**src/rtl/ffha_pkg.sv**
```systemverilog
// Shared types and constants of the first-fit heap allocator.
// Used by the controller, the datapath and the top level.
`timescale 1ns / 1ps
`default_nettype none

package ffha_pkg;

  // Fixed sizes of the block layout, in bytes.
  localparam logic [31:0] HDR_BYTES   = 32'd32;
  localparam logic [31:0] MIN_PAYLOAD = 32'd32;
  localparam logic [31:0] FOOT_BYTES  = 32'd4;
  localparam logic [31:0] SPLIT_MIN   = 32'd64;
  localparam logic [31:0] MIN_HEAP    = 32'd80;
  localparam logic [31:0] RESET_HEAP  = 32'd1048576;

  // Configuration register indexes.
  localparam int          CFG_INDEX_W    = 1;
  localparam logic [0:0]  REG_HEAP_BASE  = 1'b0;
  localparam logic [0:0]  REG_HEAP_BYTES = 1'b1;

  // Operation codes.
  localparam logic OP_ALLOC = 1'b0;
  localparam logic OP_FREE  = 1'b1;

  // Result status codes.
  localparam logic [2:0] ST_OK      = 3'd0;
  localparam logic [2:0] ST_OOM     = 3'd1;
  localparam logic [2:0] ST_ZERO    = 3'd2;
  localparam logic [2:0] ST_INVALID = 3'd3;
  localparam logic [2:0] ST_DOUBLE  = 3'd4;

  // Datapath command codes.
  typedef logic [4:0] cmd_code_t;
  localparam cmd_code_t CMD_NOP         = 5'd0;
  localparam cmd_code_t CMD_INIT        = 5'd1;
  localparam cmd_code_t CMD_START       = 5'd2;
  localparam cmd_code_t CMD_SET_ST      = 5'd3;
  localparam cmd_code_t CMD_RD_J        = 5'd4;
  localparam cmd_code_t CMD_NEXT        = 5'd5;
  localparam cmd_code_t CMD_TAKE        = 5'd6;
  localparam cmd_code_t CMD_SHUP_INIT   = 5'd7;
  localparam cmd_code_t CMD_RD_JM1      = 5'd8;
  localparam cmd_code_t CMD_WR_J_BACK   = 5'd9;
  localparam cmd_code_t CMD_ALLOC_SPLIT = 5'd10;
  localparam cmd_code_t CMD_ALLOC_WHOLE = 5'd11;
  localparam cmd_code_t CMD_ALLOC_FIN   = 5'd12;
  localparam cmd_code_t CMD_FREE_MARK   = 5'd13;
  localparam cmd_code_t CMD_RD_I1       = 5'd14;
  localparam cmd_code_t CMD_MERGE_R     = 5'd15;
  localparam cmd_code_t CMD_WR_I        = 5'd16;
  localparam cmd_code_t CMD_DROP_I1     = 5'd17;
  localparam cmd_code_t CMD_DROP_I      = 5'd18;
  localparam cmd_code_t CMD_RD_J1       = 5'd19;
  localparam cmd_code_t CMD_WR_J_FWD    = 5'd20;
  localparam cmd_code_t CMD_DEC_COUNT   = 5'd21;
  localparam cmd_code_t CMD_RD_IM1      = 5'd22;
  localparam cmd_code_t CMD_MERGE_L     = 5'd23;

  // One entry of the block table.
  typedef struct packed {
    logic [31:0] off;
    logic [31:0] pay;
    logic        free;
  } entry_t;

  // Command from controller to datapath.
  typedef struct packed {
    cmd_code_t  code;
    logic [2:0] st;
  } dp_cmd_t;

  // Status from datapath to controller.
  typedef struct packed {
    logic init_pend;
    logic op_free;
    logic zero;
    logic bad_range;
    logic j_end;
    logic hit_alloc;
    logic hit_free;
    logic split_ok;
    logic shup_done;
    logic cur_free;
    logic has_right;
    logic rd_free;
    logic merged_r;
    logic drop_done;
    logic i_nonzero;
  } dp_stat_t;

endpackage

`default_nettype wire

```
**src/rtl/ffha_ctrl.sv**
```systemverilog
// Controller state machine of the heap allocator.
// Depends on ffha_pkg; drives the datapath by command words.
`timescale 1ns / 1ps
`default_nettype none

module ffha_ctrl (
  input  wire                     clk,
  input  wire                     rst,
  input  wire                     req_valid,
  output logic                    req_ready,
  output logic                    rsp_valid,
  input  wire                     rsp_ready,
  input  wire ffha_pkg::dp_stat_t stat,
  output ffha_pkg::dp_cmd_t       cmd
);

  localparam logic [4:0] S_IDLE    = 5'd0;
  localparam logic [4:0] S_PREP    = 5'd1;
  localparam logic [4:0] S_A_RD    = 5'd2;
  localparam logic [4:0] S_A_CHK   = 5'd3;
  localparam logic [4:0] S_A_DEC   = 5'd4;
  localparam logic [4:0] S_A_SH_RD = 5'd5;
  localparam logic [4:0] S_A_SH_WR = 5'd6;
  localparam logic [4:0] S_A_FIN   = 5'd7;
  localparam logic [4:0] S_F_RD    = 5'd8;
  localparam logic [4:0] S_F_CHK   = 5'd9;
  localparam logic [4:0] S_F_DEC   = 5'd10;
  localparam logic [4:0] S_F_R_RD  = 5'd11;
  localparam logic [4:0] S_F_R_CHK = 5'd12;
  localparam logic [4:0] S_F_WR    = 5'd13;
  localparam logic [4:0] S_F_D1    = 5'd14;
  localparam logic [4:0] S_D_RD    = 5'd15;
  localparam logic [4:0] S_D_WR    = 5'd16;
  localparam logic [4:0] S_F_L_RD  = 5'd17;
  localparam logic [4:0] S_F_L_CHK = 5'd18;
  localparam logic [4:0] S_F_D0    = 5'd19;
  localparam logic [4:0] S_OUT     = 5'd20;

  logic [4:0] state;
  logic [4:0] state_next;
  // Set when a drop pass returns to the left-neighbor check.
  logic       ret_left;
  logic       ret_left_next;

  assign req_ready = (state == S_IDLE) && !stat.init_pend;
  assign rsp_valid = (state == S_OUT);

  // Next state and command.
  always_comb begin
    state_next    = state;
    ret_left_next = ret_left;
    cmd.code      = ffha_pkg::CMD_NOP;
    cmd.st        = ffha_pkg::ST_OK;
    case (state)
      S_IDLE: begin
        if (stat.init_pend) begin
          cmd.code = ffha_pkg::CMD_INIT;
        end else if (req_valid) begin
          cmd.code   = ffha_pkg::CMD_START;
          state_next = S_PREP;
        end
      end
      S_PREP: begin
        if (!stat.op_free) begin
          if (stat.zero) begin
            cmd.code   = ffha_pkg::CMD_SET_ST;
            cmd.st     = ffha_pkg::ST_ZERO;
            state_next = S_OUT;
          end else begin
            state_next = S_A_RD;
          end
        end else if (stat.bad_range) begin
          cmd.code   = ffha_pkg::CMD_SET_ST;
          cmd.st     = ffha_pkg::ST_INVALID;
          state_next = S_OUT;
        end else begin
          state_next = S_F_RD;
        end
      end
      // First-fit search.
      S_A_RD: begin
        if (stat.j_end) begin
          cmd.code   = ffha_pkg::CMD_SET_ST;
          cmd.st     = ffha_pkg::ST_OOM;
          state_next = S_OUT;
        end else begin
          cmd.code   = ffha_pkg::CMD_RD_J;
          state_next = S_A_CHK;
        end
      end
      S_A_CHK: begin
        if (stat.hit_alloc) begin
          cmd.code   = ffha_pkg::CMD_TAKE;
          state_next = S_A_DEC;
        end else begin
          cmd.code   = ffha_pkg::CMD_NEXT;
          state_next = S_A_RD;
        end
      end
      S_A_DEC: begin
        if (stat.split_ok) begin
          cmd.code   = ffha_pkg::CMD_SHUP_INIT;
          state_next = S_A_SH_RD;
        end else begin
          cmd.code   = ffha_pkg::CMD_ALLOC_WHOLE;
          state_next = S_A_FIN;
        end
      end
      // Open a slot after the granted block.
      S_A_SH_RD: begin
        if (stat.shup_done) begin
          cmd.code   = ffha_pkg::CMD_ALLOC_SPLIT;
          state_next = S_A_FIN;
        end else begin
          cmd.code   = ffha_pkg::CMD_RD_JM1;
          state_next = S_A_SH_WR;
        end
      end
      S_A_SH_WR: begin
        cmd.code   = ffha_pkg::CMD_WR_J_BACK;
        state_next = S_A_SH_RD;
      end
      S_A_FIN: begin
        cmd.code   = ffha_pkg::CMD_ALLOC_FIN;
        state_next = S_OUT;
      end
      // Search for the named block.
      S_F_RD: begin
        if (stat.j_end) begin
          cmd.code   = ffha_pkg::CMD_SET_ST;
          cmd.st     = ffha_pkg::ST_INVALID;
          state_next = S_OUT;
        end else begin
          cmd.code   = ffha_pkg::CMD_RD_J;
          state_next = S_F_CHK;
        end
      end
      S_F_CHK: begin
        if (stat.hit_free) begin
          cmd.code   = ffha_pkg::CMD_TAKE;
          state_next = S_F_DEC;
        end else begin
          cmd.code   = ffha_pkg::CMD_NEXT;
          state_next = S_F_RD;
        end
      end
      S_F_DEC: begin
        if (stat.cur_free) begin
          cmd.code   = ffha_pkg::CMD_SET_ST;
          cmd.st     = ffha_pkg::ST_DOUBLE;
          state_next = S_OUT;
        end else begin
          cmd.code   = ffha_pkg::CMD_FREE_MARK;
          state_next = S_F_R_RD;
        end
      end
      // Merge with the right neighbor.
      S_F_R_RD: begin
        if (stat.has_right) begin
          cmd.code   = ffha_pkg::CMD_RD_I1;
          state_next = S_F_R_CHK;
        end else begin
          state_next = S_F_WR;
        end
      end
      S_F_R_CHK: begin
        if (stat.rd_free) begin
          cmd.code = ffha_pkg::CMD_MERGE_R;
        end
        state_next = S_F_WR;
      end
      S_F_WR: begin
        cmd.code   = ffha_pkg::CMD_WR_I;
        state_next = stat.merged_r ? S_F_D1 : S_F_L_RD;
      end
      S_F_D1: begin
        cmd.code      = ffha_pkg::CMD_DROP_I1;
        ret_left_next = 1'b1;
        state_next    = S_D_RD;
      end
      // Drop one entry by moving the tail down.
      S_D_RD: begin
        if (stat.drop_done) begin
          cmd.code   = ffha_pkg::CMD_DEC_COUNT;
          state_next = ret_left ? S_F_L_RD : S_OUT;
        end else begin
          cmd.code   = ffha_pkg::CMD_RD_J1;
          state_next = S_D_WR;
        end
      end
      S_D_WR: begin
        cmd.code   = ffha_pkg::CMD_WR_J_FWD;
        state_next = S_D_RD;
      end
      // Merge into the left neighbor.
      S_F_L_RD: begin
        if (stat.i_nonzero) begin
          cmd.code   = ffha_pkg::CMD_RD_IM1;
          state_next = S_F_L_CHK;
        end else begin
          state_next = S_OUT;
        end
      end
      S_F_L_CHK: begin
        if (stat.rd_free) begin
          cmd.code   = ffha_pkg::CMD_MERGE_L;
          state_next = S_F_D0;
        end else begin
          state_next = S_OUT;
        end
      end
      S_F_D0: begin
        cmd.code      = ffha_pkg::CMD_DROP_I;
        ret_left_next = 1'b0;
        state_next    = S_D_RD;
      end
      S_OUT: begin
        if (rsp_ready) begin
          state_next = S_IDLE;
        end
      end
      default: begin
        state_next = S_IDLE;
      end
    endcase
  end

  // State registers.
  always_ff @(posedge clk) begin
    if (rst) begin
      state    <= S_IDLE;
      ret_left <= 1'b0;
    end else begin
      state    <= state_next;
      ret_left <= ret_left_next;
    end
  end

endmodule

`default_nettype wire

```
**config.mk**
```make
export PLATFORM = sky130hd
export DESIGN_NAME = ffha_ctrl
export DESIGN_NICKNAME = d
export VERILOG_FILES = /design/src/rtl/ffha_pkg.sv /design/src/rtl/ffha_ctrl.sv
export SDC_FILE = /design/constraint.sdc
export NUM_CORES = 1
export LEC_CHECK = 0
export ABC_AREA = 1
export BUFFER_PORTS_ARGS = -buffer_cell sky130_fd_sc_hd__buf_2
export CAP_MARGIN = 20
export CELL_PAD_IN_SITES_DETAIL_PLACEMENT = 0
export CELL_PAD_IN_SITES_GLOBAL_PLACEMENT = 1
export CORE_MARGIN = 2
export CORE_UTILIZATION = 34
export CTS_BUF_LIST = sky130_fd_sc_hd__clkbuf_4 sky130_fd_sc_hd__clkbuf_8
export DETAILED_ROUTE_END_ITERATION = 7
export GPL_TIMING_DRIVEN = 0
export PLACE_DENSITY_LB_ADDON = 0.1
export SLEW_MARGIN = 30
export SYNTH_ARGS = -nofsm -noshare
export SYNTH_HDL_FRONTEND = slang
export SYNTH_SLANG_ARGS = --single-unit
export TNS_END_PERCENT = 1
```
**constraint.sdc**
```tcl
create_clock -name clk -period 2.2 [get_ports clk]
set_clock_uncertainty 0.2 [all_clocks]
set_input_delay 0.22 -clock clk [delete_from_list [all_inputs] [get_ports clk]]
set_output_delay 0.22 -clock clk [all_outputs]
set_load 0.01 [all_outputs]
```
==> impl_metrics.toml, run 1 <==
[final_layout]
final_util_pct = 46.4
seqCellArea_sq_um = 125
final_common_cell = "nand2_1"
fin_nets = 231
final_cell_mix = "41 x nand2_1, 28 x buf_2, 25 x nor2_1, 25 x inv_1, 16 x nand3_1"
multi_input_area_sq_um = 714
diodes = 0
layout-drive-gt1-share_pct = 32.4
syn_to_final_growth_pct = 27.1
fillCellCount = 307

[sta]
period_minus_slack_ns = 2.11
slew_viol_final = 0
max_slew_margin_pct = 71.2
max_freq_ghz = 0.475
worst_slew_pin_slew_ns = 0.430
finalHoldViolCount = 0
period_share_pct = 95.7
layout_setup_ws_ns = 0.0943
finalSetupViolations = 0

[logic_synthesis]
postSynthCellCount = 177
ys_seq_area_share_pct = 12.9
syn_area_sq_um = 930
synth_nets = 196
yosysTopAreaCell = "nand2_1"
synthDistinctLibCells = 22
avgSynthCellArea_sq_um = 5.25
ys_warn_count = 0
netlist.area_leader.share_pct = 17.4
synthTopCellsByArea = "nand2_1 17%, dfxtp_1 13%, nor2_1 12%, inv_1 10%, nand3_1 9.2%"
ys_seq_elements = 6

[placed_design]
place_ws_ns = 0.282
io_buffers = 28
gp_congestion = 0.921
dpl.hpwl_microns = 2710

[clock_network]
clk_pin_slew_ns = 0.04
htree_levels = 1
cts_buffers = 3
cts-hold-fix-buffers = 0
root_buffer = "clkbuf_4"
worstSkewPairLatency_ns = 0.24
cts_max_path_buffers = 2
cts_tree = "done"
cts_sinks = 6

[worst_setup_path]
cp.required_ns = 1.78
critPathKind = "flip-flop to output pin"
critPathLaunchType = "flip-flop"
end_kind = "output pin"
cp_max_fo = 10
arrival_ns = 1.69

[route]
drtAntennaViolNets = 0
vias = 1246
wire_per_inst_microns = 13.9
drt-total-wl_microns = 3330
drt_iter0_markers = 86
viasPerCell = 5.19
first_pass_iters = 5
drc = 0

[global_route]
grtUsageTotal_pct = 20.4
grt_pass1_vias = 1138
grt_pass1_wl_microns = 5210
gr-total-overflow = 0
grt_max_degree = 11
antenna_found_initial = 0

[floorplan]
die_area_sq_mm = 0.00317
io_pins = 29
die_w_microns = 56.3
fp-row-count = 18
initial_core_util_pct = 36.5
die_y_microns = 56.3
coreArea_sq_mm = 0.00254

[run_status]
outcome = "finished, final reports clean"

[pwr]
leakage_nw = 0.704
power_density_mw_per_mm2 = 1060
worst_ir_drop_vdd_uv = 731

[flow_run]
drv_cap = 0

[hold_path]
hold_path_class = "primary input to flip-flop"
[registers in the layout (all words and copies together) (netlist names)]
register  flops
ret_left      1
state         5
[metal layers]
metal  global-route usage (%)  up-vias  wire length [microns]
li1                         -      642                      -
met1                     29.2      547                   1500
met2                     32.6       53                   1570
met3                     1.84        4                    236
met4                     5.44        0                     25
met5                        0        -                      0
[worst paths after layout]
| kind | from | slack [ns] | to | cells past startpoint |
|---|---|---|---|---|
| hold / removal | rst | 0.02 | state[0] | 2 |
| setup / recovery | state[4] | 0.09 | cmd[3] | 7 |
| setup reg to reg | state[2] | 0.38 | state[2] | 10 |
| hold reg to reg | ret_left | 0.30 | ret_left | 2 |
[cells by family (layout without fill, tap and decap cells)]
group | after synthesis | after routing | share of synthesized area (%)
DFF | 6 | 6 | 12.9
buffers and inverters | 30 | 63 | 13.1
AOI/OAI and AO/OA | 18 | 18 | 11.2
and+or+nand+nor | 123 | 123 | 62.9
[through the flow]
step / hold slack (ns) / setup TNS (ns) / cell area [sq um] / cells / total power [W]
floorplan: 0.0891 / 0 / 930 / 177 / 0.000814
global placement: 0.276 / 0 / 1110 / 235 / 0.00108
detailed placement: 0.280 / 0 / 1110 / 235 / 0.00109
CTS: 0.0214 / 0 / 1130 / 238 / 0.00119
global route: 0.0262 / -0.0356 / 1180 / 240 / 0.00137
finish: 0.0240 / 0 / 1180 / 240 / 0.00126
[Yosys cell counts]
master,number
nand2_1,43
nor3_1,8
inv_1,25
nand3_2,1
o2111ai_1,2
nor2_4,2
dfxtp_1,6
nor2_2,4
buf_2,1
nor2_1,29
buf_6,1
o22ai_1,1
nand2_2,7
nand3_1,17
o21ai_0,8
inv_2,3
nor3_2,2
o211a_1,1
or2_2,2
nand2_4,1
a21oi_1,6
nand4_1,7
[power breakdown]
group / internal [W] / leakage [nW] / switching, W / total, W
registers: 0.000147 / 0.0507 / 0.0000609 / 0.000208
clock network: 0.0000617 / 0.0138 / 0.0000393 / 0.000101
logic: 0.000339 / 0.639 / 0.000610 / 0.000949
total: 0.000547 / 0.704 / 0.000710 / 0.00126
[cell type report]
class	count	share of cell area (%)
Buffer	2	1.59
Sequential cell	6	10.6
Clock buffer	3	1.91
Timing Repair Buffer	30	13.1
Multi-Input combinational cell	141	60.5
Tap cell	30	3.18
Inverter	28	9.11
[timing repair]
| action | 4_1_cts | 5_1_grt |
|---|---|---|
| setup buffers | 0 | 2 |
| resized for setup | 0 | 14 |
| endpoints found under the setup margin | 0 | 5 |
[critical path, cell delays in order, from the launching register on]
cell,delay (ns)
dfxtp_2,0.33
buf_6,0.14
nor3_2,0.38
nand2_1,0.14
o21ai_0,0.18
nor2_1,0.06
nand4_1,0.08
buf_2,0.13
No activity file was read; power rests on OpenSTA's default activity.
==> run 2: changes to the inputs <==
==> constraint.sdc (replaced) <==
create_clock -name clk -period 2.2 [get_ports clk]
set_clock_uncertainty 0.2 [all_clocks]
set_input_delay 0.22 -clock clk [delete_from_list [all_inputs] [get_ports clk]]
set_output_delay 0.22 -clock clk [all_outputs]
set_load 0.1 [all_outputs]
==> run 2 against run 1 <==
Effect of this change: combinational power grew 91%; critical path depth grew 2; total power grew 70%; final area grew 13%; register-to-register slack gained 0.02 ns; global-route usage grew 0.44 points; largest power group unchanged; highest routed layer unchanged.
==> impl_metrics.toml, run 2 (same netlist as run 1, synthesis figures left out) <==
[run_status]
outcome = "finished, final reports clean"

[route]
drtAntennaViolNets = 0
drt-total-wl_microns = 3290
drc = 0
vias = 1237
first_pass_iters = 4
wire_per_inst_microns = 13.7
viasPerCell = 5.15
drt_iter0_markers = 50

[worst_setup_path]
critPathKind = "flip-flop to output pin"
cp_max_fo = 6
critPathLaunchType = "flip-flop"
cp_slowest_cell = "dfxtp_4"
slowest_delay_ns = 0.37
arrival_ns = 1.75
end_kind = "output pin"
cp.required_ns = 1.78
path_cells = "inv_6 -> nand2_2 -> nor2_4 -> buf_4 -> nand2_1 -> nor2_1 -> nor3_1 -> nand4_1 -> buf_8"

[pwr]
power_density_mw_per_mm2 = 1600
leakage_nw = 0.726
worst_ir_drop_vdd_uv = 1190

[placed_design]
dpl.hpwl_microns = 2700
gp_congestion = 0.906
place_ws_ns = -0.0217
io_buffers = 28
post_dp_cell_area_sq_mm = 0.00113

[global_route]
gr-total-overflow = 0
antenna_found_initial = 0
grt_pass1_wl_microns = 5290
busiest_layer = "met2"
grt_pass1_vias = 1128
met2_usage_pct = 34.5
met1_usage_pct = 28.2
use_met3_pct = 3.92
grt_max_degree = 11
grtUsageTotal_pct = 20.9

[floorplan]
die_area_sq_mm = 0.00317
die_y_microns = 56.3
io_pins = 29
initial_core_util_pct = 36.5
coreArea_sq_mm = 0.00254
die_w_microns = 56.3
fp-row-count = 18

[sta]
slew_viol_final = 0
period_share_pct = 98.8
grt_setup_unrepaired = "true"
finalHoldViolCount = 0
period_minus_slack_ns = 2.17
layout_setup_ws_ns = 0.0268
finalSetupViolations = 0
max_slew_margin_pct = 67.8
max_freq_ghz = 0.460
worst_slew_pin_slew_ns = 0.486

[clock_network]
cts_sinks = 6
cts-hold-fix-buffers = 0
cts_tree = "done"
cts_buffers = 3
htree_levels = 1
cts_max_path_buffers = 2
root_buffer = "clkbuf_4"
clk_pin_slew_ns = 0.04
worstSkewPairLatency_ns = 0.24

[final_layout]
final_area_sq_mm = 0.00134
regMostFlops = "state"
diodes = 0
syn_to_final_growth_pct = 43.7
seqCellArea_sq_um = 131
largestRegisters = "state (5), ret_left (1)"
fin_nets = 231
largest_reg_flops = 5
fillCellCount = 271
multi_input_area_sq_um = 801
final_common_cell = "nand2_1"
final_cell_mix = "39 x nand2_1, 24 x nor2_1, 24 x inv_1"
layout-drive-gt1-share_pct = 37.6

[hold_path]
hold_path_class = "primary input to flip-flop"

[flow_run]
drv_cap = 0
run 2: cell types whose count changed in the layout (fill, tap and decap cells not counted), moves of 2 or more:
| cell | previous run | this run |
|---|---|---|
| nor2_4 | 2 | 6 |
| nand3_1 | 16 | 14 |
| nor3_1 | 8 | 6 |
| buf_12 | 0 | 2 |
| o2111ai_1 | 2 | 0 |
| nor2_2 | 8 | 5 |
| nand2_1 | 41 | 39 |
| nand3_4 | 0 | 2 |
| dfxtp_4 | 0 | 2 |
| o2111ai_2 | 0 | 2 |
| buf_4 | 2 | 4 |
| buf_2 | 28 | 21 |
| buf_6 | 1 | 3 |
run 2: through the flow:
stage | power [W] | util [%] | instances | setup TNS, ns | hold slack [ns]
2_1_floorplan | 0.00144 | - | 177 | -2.80 | 0.0891
3_3_place_gp | 0.00171 | 44.2 | 235 | 0 | 0.272
3_5_place_dp | 0.00172 | 44.2 | 235 | -0.0217 | 0.274
4_1_cts | 0.00196 | 47.3 | 238 | -0.0373 | 0.00859
5_1_grt | 0.00226 | 52.5 | 240 | -0.149 | 0.00305
6_report | 0.00214 | 52.5 | 240 | 0 | 0.0166
run 2: final timing paths:
path         startpoint  endpoint  slack (ns)  cells after the start
min reg2reg    ret_left  ret_left        0.30                      2
max reg2reg    state[4]  state[2]        0.40                     11
max            state[0]    cmd[5]        0.03                      9
min                 rst  state[0]        0.02                      2
run 2: critical path, delay by kind of cell, from the launching register on:
family,cells,cell delay [ns]
buffers and inverters,3,0.47
and+or+nand+nor,6,0.65
DFF,1,0.37
run 2: area by class of cell:
cell class	instances	area share, %
multi-input combinational	141	59.9
timing repair buffer	30	15.9
sequential	6	9.83
inverter	28	8.43
tap	30	2.81
clock buffer	3	1.69
buffer	2	1.40
run 2: power breakdown:
part | internal (W) | switching, W
Combinational | 0.000517 | 0.00129
Clock | 0.0000617 | 0.0000397
Sequential | 0.000154 | 0.0000689
Total | 0.000733 | 0.00140
run 2: routing by layer:
| metal | wire [microns] | vias to the layer above |
|---|---|---|
| li1 | - | 640 |
| met1 | 1560 | 547 |
| met2 | 1500 | 46 |
| met3 | 203 | 4 |
| met4 | 27 | 0 |
| met5 | 0 | - |
run 2: repair_timing:
action                                  in CTS  in global routing
endpoints found under the setup margin       7                  8
endpoints found under the hold margin        0                  0
pin swaps                                    0                  2
gates cloned                                 0                  0
gates resized for setup                     18                 33
buffers inserted                             0                  2
